===== config.mk =====
export PLATFORM = sky130hd
export DESIGN_NAME = ipv4sfc_queue
export DESIGN_NICKNAME = d
export VERILOG_FILES = /design/src/rtl/ipv4sfc_pkg.sv /design/src/rtl/ipv4sfc_queue.sv
export SDC_FILE = /design/constraint.sdc
export NUM_CORES = 1
export LEC_CHECK = 0
export ABC_AREA = 0
export BUFFER_PORTS_ARGS = -buffer_cell sky130_fd_sc_hd__buf_4
export CAP_MARGIN = 20
export CORE_MARGIN = 5
export CORE_UTILIZATION = 55
export DETAILED_ROUTE_END_ITERATION = 10
export PLACE_DENSITY = 0.84
export SYNTH_ARGS = -nofsm -noshare
export SYNTH_HDL_FRONTEND = slang
export SYNTH_SLANG_ARGS = --single-unit

===== constraint.sdc =====
create_clock -name clk -period 4.7 [get_ports clk]
set_input_delay 0.705 -clock clk [delete_from_list [all_inputs] [get_ports clk]]
set_output_delay 0.705 -clock clk [all_outputs]
set_load 0.03 [all_outputs]

===== src/rtl/ipv4sfc_pkg.sv =====
package ipv4sfc_pkg;

  localparam int MAX_FLOWS       = 1024;
  localparam int MAX_FRAME_BYTES = 65535;

  localparam int FLOW_IDX_W = (MAX_FLOWS > 1) ? $clog2(MAX_FLOWS) : 1;
  localparam int FLOW_CNT_W = $clog2(MAX_FLOWS + 1);
  localparam int LEN_W      = 16;
  localparam int QUEUE_DEPTH = 4;
  localparam int QUEUE_PTR_W = $clog2(QUEUE_DEPTH);

  localparam logic [15:0] ETHERTYPE_IPV4 = 16'h0800;
  localparam logic [LEN_W-1:0] MIN_IPV4_FRAME = LEN_W'(34);
  localparam logic [7:0] PROTO_TCP = 8'd6;
  localparam int FLAG_SYN_BIT = 1;
  localparam int FLAG_ACK_BIT = 4;

  localparam logic [1:0] OUTCOME_SKIPPED = 2'd0;
  localparam logic [1:0] OUTCOME_COUNTED = 2'd1;
  localparam logic [1:0] OUTCOME_FULL    = 2'd2;

  typedef struct packed {
    logic             counted;
    logic [31:0]      source;
    logic [LEN_W-1:0] len;
    logic             syn;
  } frame_job_t;

endpackage


===== src/rtl/ipv4sfc_queue.sv =====
module ipv4sfc_queue (
  input  logic                    clk,
  input  logic                    rst,
  input  logic                    push,
  input  ipv4sfc_pkg::frame_job_t push_job,
  output logic                    not_full,
  input  logic                    pop,
  output logic                    not_empty,
  output ipv4sfc_pkg::frame_job_t pop_job
);

  ipv4sfc_pkg::frame_job_t slots [ipv4sfc_pkg::QUEUE_DEPTH];
  logic [ipv4sfc_pkg::QUEUE_PTR_W-1:0] wr_ptr, rd_ptr;
  logic [ipv4sfc_pkg::QUEUE_PTR_W:0]   fill;

  assign not_full  = fill != (ipv4sfc_pkg::QUEUE_PTR_W+1)'(ipv4sfc_pkg::QUEUE_DEPTH);
  assign not_empty = fill != '0;
  assign pop_job   = slots[rd_ptr];

  always_ff @(posedge clk) begin
    if (push) slots[wr_ptr] <= push_job;
  end

  always_ff @(posedge clk) begin
    if (rst) begin
      wr_ptr <= '0;
      rd_ptr <= '0;
      fill   <= '0;
    end else begin
      if (push) wr_ptr <= wr_ptr + 1'b1;
      if (pop) rd_ptr <= rd_ptr + 1'b1;
      if (push && !pop) fill <= fill + 1'b1;
      else if (pop && !push) fill <= fill - 1'b1;
    end
  end

endmodule


==> PnR_summary.wiki <==
{| class="wikitable"
! Metric !! Value
|-
| Status || finished clean
|-
| Final-report max-slew violation count || 0
|-
| Global-route wire length before repair || 19960 µm
|-
| Cts-stage hold buffer count || 0
|-
| Worst-path clk slew || 0.06 ns
|-
| Worst min-delay path category || in -> reg
|-
| Final hold violation count || 0
|-
| Die span in x || 128.3 µm
|-
| Cells after Synth || 307
|-
| Reg-to-reg slack, setup || 2.59 ns
|-
| Power density normalized to cell area || 459.3 nW/µm²
|-
| Setup violations, final || 0
|-
| Clk_lat worst skew || between 0.4 and 0.5 ns
|-
| Hold Slack || between 0.4 and 0.5 ns
|-
| Crit path DAT || 2.34 ns
|-
| Die Outline Area || 16470 µm²
|-
| # port buffers || 105
|-
| Top Ports || roughly 110
|-
| Net count reported at finish || 488
|-
| Number of synthesized register bits || 209
|-
| Starting Density || a little under three fifths
|-
| Ys async rst share || 0%
|-
| Number of antenna violations at the first check in global routing || 0
|-
| Maximum fanout along the worst path || 30
|-
| Tightest slew margin relative to the limit || 41.80%
|-
| Global router's overall resource usage || approximately 16%
|-
| Final TNS setup || 0 ns
|-
| CTS tree || yes
|-
| Vias in the first global route || 3708
|-
| Detail Placement HPWL || roughly 7900 µm
|-
| Total inserted antenna cells || 0
|-
| Standby leakage power || 3.167 nW
|-
| Worst ir drop on vdd || ~340 µV
|-
| Initial DRC Count || 320
|-
| Number of buffers on the longest clock path || 3
|-
| Placement Setup Slack || between 2 and 2.5 ns
|-
| Final critical path time including I/O delays and setup || just over 3 ns
|-
| Number of warnings printed during yosys synthesis || 0
|-
| Number of clock sinks || 209
|-
| Syn-to-layout area delta || 20.55%
|-
| Placeable Area || 13830 µm²
|-
| Number of detailed-routing iterations run before antenna repair || 4
|-
| Final Instance Count excl. Fillers || 620
|-
| Post-Layout Inst Area || approximately 9300 µm²
|-
| Seq/Total Area, Yosys || 80.31%
|-
| CTS resizes || 0
|-
| Fin worst setup slack || 1.653 ns
|-
| Number of vias in the routed layout || 3431
|-
| DRC violations left || 0
|-
| Final Util || about two thirds
|-
| Congestion Overflow GR || 0
|-
| Critical path required time || 3.99 ns
|-
| Upper clock frequency limit || 328.2 MHz
|-
| Pin count of the biggest net entering global routing || between 50 and 60
|-
| Routability cong. || 0.7822
|-
| Clock root buffer || clkbuf_16
|-
| Kind of critical path || reg -> out
|-
| Syn_nets || 367
|-
| PnR Total Power || roughly 4.3 mW
|-
| Post-CTS setup buffer count || 0
|-
| Cell area after technology mapping || 7702 µm²
|-
| Critical Path End Type || primary output
|-
| Synthesized area per cell || 25.09 µm²
|-
| Area post-placement || 8620 µm²
|-
| Wirelength, routed || 12960 µm
|-
| # placed instances || 584
|-
| Vertical die dimension || 128.3 µm
|-
| Via density per instance || ~5.5
|-
| Number of enable flip-flop cells after synthesis || 200
|-
| Number of placement rows || 43
|-
| Ratio of cells with drive above 1 in the final layout || 44.09%
|-
| Number of nets still failing antenna checks after routing || 0
|-
| Predominant post-synthesis flop cell || edfxtp_1
|-
| Wire length per cell || 20.90 µm
|-
| Portion of the clock cycle consumed by the worst path in the final layout || between 60% and 70%
|-
| Count of distinct cell types in the synthesized netlist || 20
|-
| Worst-case clock skew || 0.008787 ns
|-
| Transition time at the pin with the least slew margin || 0.8730 ns
|-
| Number of buffers added by the clock tree synthesis step || 21
|-
| Startpoint kind of the worst setup timing path || register
|-
| Max capacitance violation total || 0
|-
| H-tree depth reported by CTS || 1
|-
| RSZ-0062 raised after global routing || false
|}
[state kept, by name (all words and copies together) (netlist names), named ones only]
name and count:
fill 3, slots 200, wr_ptr 2, rd_ptr 2
[critical path, stage by stage, from the launching register on]
cell	delay, ns
dfxtp_2	0.87
buf_4	0.44
mux4_2	0.38
buf_4	0.19
[cells by family (layout without fill, tap and decap cells)]
| family | count (synthesis) | after routing | synth area share (%) |
|---|---|---|---|
| muxes | 52 | 52 | 14.88 |
| and+or+nand+nor | 16 | 16 | 0.9746 |
| AOI/OAI and AO/OA | 2 | 2 | 0.1298 |
| DFF | 209 | 209 | 80.31 |
| buffers and inverters | 17 | 150 | 2.063 |
| adders and majority gates | 6 | 6 | 1.072 |
| xor gates and xnor gates | 5 | 5 | 0.5687 |
[final timing paths]
path	start	end	cells past startpoint
hold / removal	push_job[22]	slots[0][22]$_DFFE_PP_	1
setup reg to reg	wr_ptr[1]$_SDFFE_PP0P_	slots[0][36]$_DFFE_PP_	4
setup / recovery	register	pop_job[47]	3
hold reg to reg	rd_ptr[0]$_SDFFE_PP0P_	register	2
[synth_stat cells (3+ instances only)]
cell | number | area share (%)
and2_1 | 4 | 0.32
buf_12 | 5 | 1.3
buf_2 | 5 | 0.32
dfxtp_1 | 9 | 2.3
edfxtp_1 | 200 | 78
ha_1 | 5 | 0.81
inv_1 | 4 | 0.19
mux4_2 | 50 | 15
nor2_1 | 8 | 0.39
xor2_1 | 3 | 0.34
[cell type report]
class	instances	area [µm²]
clock buffers	25	540.5
clock inverters	10	97.59
well taps	180	225.2
flip-flops and latches	209	6191
inverters	4	15.01
fillers	877	4542
repair buffers	111	853.3
multi-input cells	81	1363
[placed cells by master, fill, tap and decap left out]
cell type     n
edfxtp_1    200
buf_4       110
mux4_2       50
clkbuf_16    21
nor2_1        8
dfxtp_1       7
ha_1          5
inv_1         4
and2_2        4
clkinv_1      4
clkbuf_1      4
xor2_1        3
clkinv_2      3
nand2_1       2
or3_1         2
xnor2_1       2
mux2i_1       2
bufinv_16     2
o21ai_0       1
a21oi_1       1
fa_1          1
dfxtp_4       1
dfxtp_2       1
clkinvlp_4    1
buf_16        1
[routing by layer]
metal / share of wire (%) / up-vias / GRT usage [%]
met5: 0 / - / 0
met4: 1.4 / 0 / 3.683
met3: 7.3 / 17 / 4.151
met2: 53 / 98 / 27.95
met1: 38 / 1787 / 20.16
li1: - / 1529 / -
[power by group]
| group | switching, mW | leakage, nW | internal (mW) |
|---|---|---|---|
| Clock | 0.618 | 0.310 | 0.924 |
| Combinational | 0.305 | 0.945 | 0.235 |
| Sequential | 0.0431 | 1.91 | 2.14 |
| Total | 0.967 | 3.17 | 3.30 |
Note: power is estimated with default switching activity, not from simulation.
