<file path="config.mk">
export PLATFORM = sky130hd
export DESIGN_NAME = ipv4sfc_front
export DESIGN_NICKNAME = d
export VERILOG_FILES = /design/src/rtl/ipv4sfc_pkg.sv /design/src/rtl/ipv4sfc_front.sv
export SDC_FILE = /design/constraint.sdc
export NUM_CORES = 1
export LEC_CHECK = 0
export BUFFER_PORTS_ARGS = -buffer_cell sky130_fd_sc_hd__buf_2
export CAP_MARGIN = 20
export CORE_MARGIN = 10
export CORE_UTILIZATION = 60
export DETAILED_ROUTE_END_ITERATION = 10
export GPL_TIMING_DRIVEN = 0
export PLACE_DENSITY = 0.9
export SETUP_SLACK_MARGIN = 0.4
export SYNTH_ARGS = -nofsm -noshare
export SYNTH_HDL_FRONTEND = slang
export SYNTH_SLANG_ARGS = --single-unit
</file>
<file path="constraint.sdc">
create_clock -name clk -period 7 [get_ports clk]
set_input_delay 1.05 -clock clk [delete_from_list [all_inputs] [get_ports clk]]
set_output_delay 1.05 -clock clk [all_outputs]
set_load 0.005 [all_outputs]
</file>
<file path="src/rtl/ipv4sfc_pkg.sv">
package ipv4sfc_pkg;

  localparam int MAX_FLOWS       = 1024;
  localparam int MAX_FRAME_BYTES = 65535;

  localparam int FLOW_IDX_W = (MAX_FLOWS > 1) ? $clog2(MAX_FLOWS) : 1;
  localparam int FLOW_CNT_W = $clog2(MAX_FLOWS + 1);
  localparam int LEN_W      = 16;
  localparam int QUEUE_DEPTH = 4;
  localparam int QUEUE_PTR_W = $clog2(QUEUE_DEPTH);

  localparam logic [15:0] ETHERTYPE_IPV4 = 16'h0800;
  localparam logic [LEN_W-1:0] MIN_IPV4_FRAME = LEN_W'(34);
  localparam logic [7:0] PROTO_TCP = 8'd6;
  localparam int FLAG_SYN_BIT = 1;
  localparam int FLAG_ACK_BIT = 4;

  localparam logic [1:0] OUTCOME_SKIPPED = 2'd0;
  localparam logic [1:0] OUTCOME_COUNTED = 2'd1;
  localparam logic [1:0] OUTCOME_FULL    = 2'd2;

  typedef struct packed {
    logic             counted;
    logic [31:0]      source;
    logic [LEN_W-1:0] len;
    logic             syn;
  } frame_job_t;

endpackage

</file>
<file path="src/rtl/ipv4sfc_front.sv">
module ipv4sfc_front (
  input  logic                    clk,
  input  logic                    rst,
  input  logic [7:0]              frame_byte,
  input  logic                    frame_last,
  input  logic                    in_valid,
  output logic                    in_ready,
  input  logic                    job_ready,
  output logic                    job_push,
  output ipv4sfc_pkg::frame_job_t job
);

  logic [15:0] byte_offset;
  logic [15:0] ether_type, ether_type_next;
  logic [3:0]  header_words, header_words_next;
  logic [7:0]  ip_protocol, ip_protocol_next;
  logic [31:0] captured_source, captured_source_next;
  logic [7:0]  tcp_flag_bits, tcp_flag_bits_next;
  logic [15:0] len;
  logic [16:0] tcp_end;
  logic        take;

  assign in_ready = job_ready;
  assign take     = in_valid && in_ready;

  always_comb begin
    ether_type_next      = ether_type;
    header_words_next    = header_words;
    ip_protocol_next     = ip_protocol;
    captured_source_next = captured_source;
    tcp_flag_bits_next   = tcp_flag_bits;
    len                  = 16'(ipv4sfc_pkg::MAX_FRAME_BYTES);
    if (byte_offset < 16'(ipv4sfc_pkg::MAX_FRAME_BYTES)) begin
      len = byte_offset + 16'd1;
      if (byte_offset == 16'd12) ether_type_next[15:8] = frame_byte;
      if (byte_offset == 16'd13) ether_type_next[7:0] = frame_byte;
      if (byte_offset == 16'd14) header_words_next = frame_byte[3:0];
      if (byte_offset == 16'd23) ip_protocol_next = frame_byte;
      if (byte_offset >= 16'd26 && byte_offset <= 16'd29)
        captured_source_next = {captured_source[23:0], frame_byte};
      if (byte_offset > 16'd14 && byte_offset == 16'd27 + {10'd0, header_words, 2'b00})
        tcp_flag_bits_next = frame_byte;
    end
  end

  assign tcp_end = 17'd34 + {11'd0, header_words_next, 2'b00};

  always_comb begin
    job.counted = (len >= ipv4sfc_pkg::MIN_IPV4_FRAME) &&
                  (ether_type_next == ipv4sfc_pkg::ETHERTYPE_IPV4);
    job.source  = captured_source_next;
    job.len     = len;
    job.syn     = (ip_protocol_next == ipv4sfc_pkg::PROTO_TCP) &&
                  (tcp_end <= {1'b0, len}) &&
                  tcp_flag_bits_next[ipv4sfc_pkg::FLAG_SYN_BIT] &&
                  !tcp_flag_bits_next[ipv4sfc_pkg::FLAG_ACK_BIT];
  end

  assign job_push = take && frame_last;

  always_ff @(posedge clk) begin
    if (rst || job_push) begin
      byte_offset     <= '0;
      ether_type      <= '0;
      header_words    <= '0;
      ip_protocol     <= '0;
      captured_source <= '0;
      tcp_flag_bits   <= '0;
    end else if (take) begin
      byte_offset     <= len;
      ether_type      <= ether_type_next;
      header_words    <= header_words_next;
      ip_protocol     <= ip_protocol_next;
      captured_source <= captured_source_next;
      tcp_flag_bits   <= tcp_flag_bits_next;
    end
  end

endmodule

</file>
==> flow_metrics.env <==
export IMPL_drive_gt1_share_pct=20.4
export IMPL_slew_headroom_pct=39.7
export IMPL_rsz0062_at_grt="no"
export IMPL_grt_max_degree=15
export IMPL_switching_power_mw=0.272
export IMPL_synth_top_family_by_area="simple AND/OR/NAND/NOR gates"
export IMPL_portBuffers=61
export IMPL_synth_common_cells="nor2_1, dfxtp_1, nand2_1, nor3_1, a21oi_1"
export IMPL_drt_total_wl_um=12300
export IMPL_cts_resized_gates=0
export IMPL_hpwl_um=9070
export IMPL_cp_max_fo=9
export IMPL_p_seq_share_pct=47.8
export IMPL_syn_to_final_growth_pct=15.2
export IMPL_wl_per_cell_um=17.5
export IMPL_yosysWarnings=0
export IMPL_hold_viol=0
export IMPL_synth_simple_area_share_pct=30.1
export IMPL_cts_hold_buf=0
export IMPL_cts_htree_levels=3
export IMPL_ys_flop_type="dfxtp_1"
export IMPL_period_needed_ns=4.84
export IMPL_yosysMostFrequentCell="nor2_1"
export IMPL_antenna_found_initial=0
export IMPL_startpoint_type="flip-flop"
export IMPL_drt_vias_per_instance=5.97
export IMPL_grt_pass1_wl_um=20200
export IMPL_dieHeight_um=104
export IMPL_critPathArrivalTime_ns=3.79
export IMPL_combPwrFrac_pct=13.9
export IMPL_worst_setup_path_end_kind="primary output"
export IMPL_post_cts_buffers=0
export IMPL_hold_class="reg -> reg"
export IMPL_yosysTopAreaCellShare_pct=36.7
export IMPL_num_io_pins=65
export IMPL_ys_ff_latch=78
export IMPL_p_sw_share_pct=27.7
export IMPL_vias=4204
export IMPL_dr_pass1_iters=5
export IMPL_drv_slew=0
export IMPL_overflow=0
export IMPL_peakVddDrop_uv=156
export IMPL_synth_compound_area_share_pct=8.76
export IMPL_fmax_mhz=207
export IMPL_die_area_um2=10900
export IMPL_drc_errors=0
export IMPL_drt_iter0_drc=364
export IMPL_skew_ns=0.00620
export IMPL_routed_wl_met2_um=5920
export IMPL_cts_sinks=78
export IMPL_run_status="complete, no violations"
export IMPL_yosys_area_top_type="dfxtp_1"
export IMPL_clockBufferDepth=2
export IMPL_cap_violations=0
export IMPL_p_leak_nw=2.15
export IMPL_gp_congestion=0.939
export IMPL_post_route_period_util_pct=69.2
export IMPL_cp_required_ns=5.95
export IMPL_synth_edf_count=0
export IMPL_coreArea_um2=6830
export IMPL_ff2ff_setup_slack_ns=4.22
export IMPL_fin_tns_setup_ns=0
export IMPL_async_flop_share_pct=0
export IMPL_clkPwrFrac_pct=38.3
export IMPL_p_int_mw=0.712
export IMPL_top_layer="met4"
export IMPL_synth_nets=554
export IMPL_synth_xor_area_share_pct=2.47
export IMPL_routed_wl_met3_um=1010
export IMPL_finalSetupViolations=0
export IMPL_cts_tree="built"
export IMPL_rows=30
export IMPL_wl_met1_um=5050
export IMPL_timing_hold_ws_ns=0.458
export IMPL_postRouteAntennaNets=0
export IMPL_die_w_um=104
export IMPL_clockRootBuffer="clkbuf_8"
export IMPL_groute_usage_overall_pct=22.3
export IMPL_final_nets=626
export IMPL_path_clk_slew_ns=0.08
export IMPL_power_density_nw_per_um2=201
export IMPL_clock_latency_ns=0.36
export IMPL_seq_area_frac_synth_pct=36.7
export IMPL_synthDistinctLibCells=53
export IMPL_worstSetupPathType="reg -> out"
export IMPL_grt_pass1_vias=4116
export IMPL_avgSynthCellArea_um2=8.01
export IMPL_antenna_cells=0
export IMPL_synth_mux_area_share_pct=13.0
export IMPL_initial_core_util_pct=62.3
export IMPL_synth_adder_area_share_pct=3.21
export IMPL_numCtsBuffers=9
export IMPL_synth_area_leaders="dfxtp_1, nor2_1, mux2_2"
export IMPL_max_slew_worst_pin_slew_ns=0.896
export IMPL_synthCells=531
export IMPL_syn_cell_area_um2=4250
[cells by family after synthesis]
family,count (synthesis)
AOI/OAI and AO/OA,62
xor gates and xnor gates,12
adders and majority gates,11
buffers and inverters,55
DFF,78
muxes,51
and+or+nand+nor,262
[flip-flops by register name, indices dropped and copies added, names as in the netlist]
signal	flops
byte_offset	16
captured_source	32
ether_type	16
header_words	4
ip_protocol	8
tcp_flag_bits	2
[routing by layer]
| metal | up-vias | track usage (%) |
|---|---|---|
| met1 | 1980 | 26.9 |
| met3 | 35 | 5.39 |
| met4 | 0 | 9.64 |
| li1 | 1993 | - |
| met5 | - | 0 |
| met2 | 196 | 36.7 |
[cell type report]
class,count,area (µm²)
well taps,96,120
clock buffers,9,124
flip-flops and latches,78,1560
fillers,531,1930
repair buffers,61,305
inverters,16,60.1
clock inverters,7,97.6
multi-input cells,398,2450
plain buffers,39,183
[metrics by stage]
stage,power [mW],utilization [%],setup slack [ns],cell area [µm²],instances
floorplan,0.566,-,3.16,4250,531
global placement,0.608,68.5,2.71,4680,688
detailed placement,0.614,68.5,2.61,4680,688
CTS,0.980,71.7,2.22,4900,704
global route,1.02,71.7,1.94,4900,704
finish,0.984,71.7,2.16,4900,704
[power groups by stage]
stage	registers [mW]	logic [mW]	clock network, mW
2_1_floorplan	0.476	0.0901	0
3_3_place_gp	0.479	0.129	0
3_5_place_dp	0.480	0.134	0
4_1_cts	0.470	0.136	0.375
5_1_grt	0.472	0.152	0.398
6_report	0.470	0.137	0.377
[critical path: stages, from the launching register on]
cell and delay, ns:
dfxtp_1 0.54, ha_1 0.33, nand4_1 0.29, nor4_1 0.82, nor2b_1 0.25, ha_1 0.37
nand3_1 0.08, or4_1 0.41, a31oi_1 0.19, buf_2 0.14
[path summary, 6_finish.rpt]
check | startpoint | end | cells past startpoint
worst min-delay path | tcp_flag_bits[1] | tcp_flag_bits[1] | 2
worst max-delay path | byte_offset[0] | job[0] | 9
worst min register to register | tcp_flag_bits[1] | tcp_flag_bits[1] | 2
worst max register to register | byte_offset[11] | captured_source[15] | 9
[layout by cell type (no fill, tap or decap), types with 8 or more instances in the layout]
cell type,instances
nand2_1,44
dfxtp_1,78
nand4_1,8
clkbuf_8,9
ha_1,10
nor3_1,38
nor2_1,104
a211oi_1,11
mux2_2,28
clkbuf_1,23
a21oi_1,29
inv_1,16
buf_2,66
mux2i_1,16
nand3_1,23
Note: power is estimated with default switching activity, not from simulation.
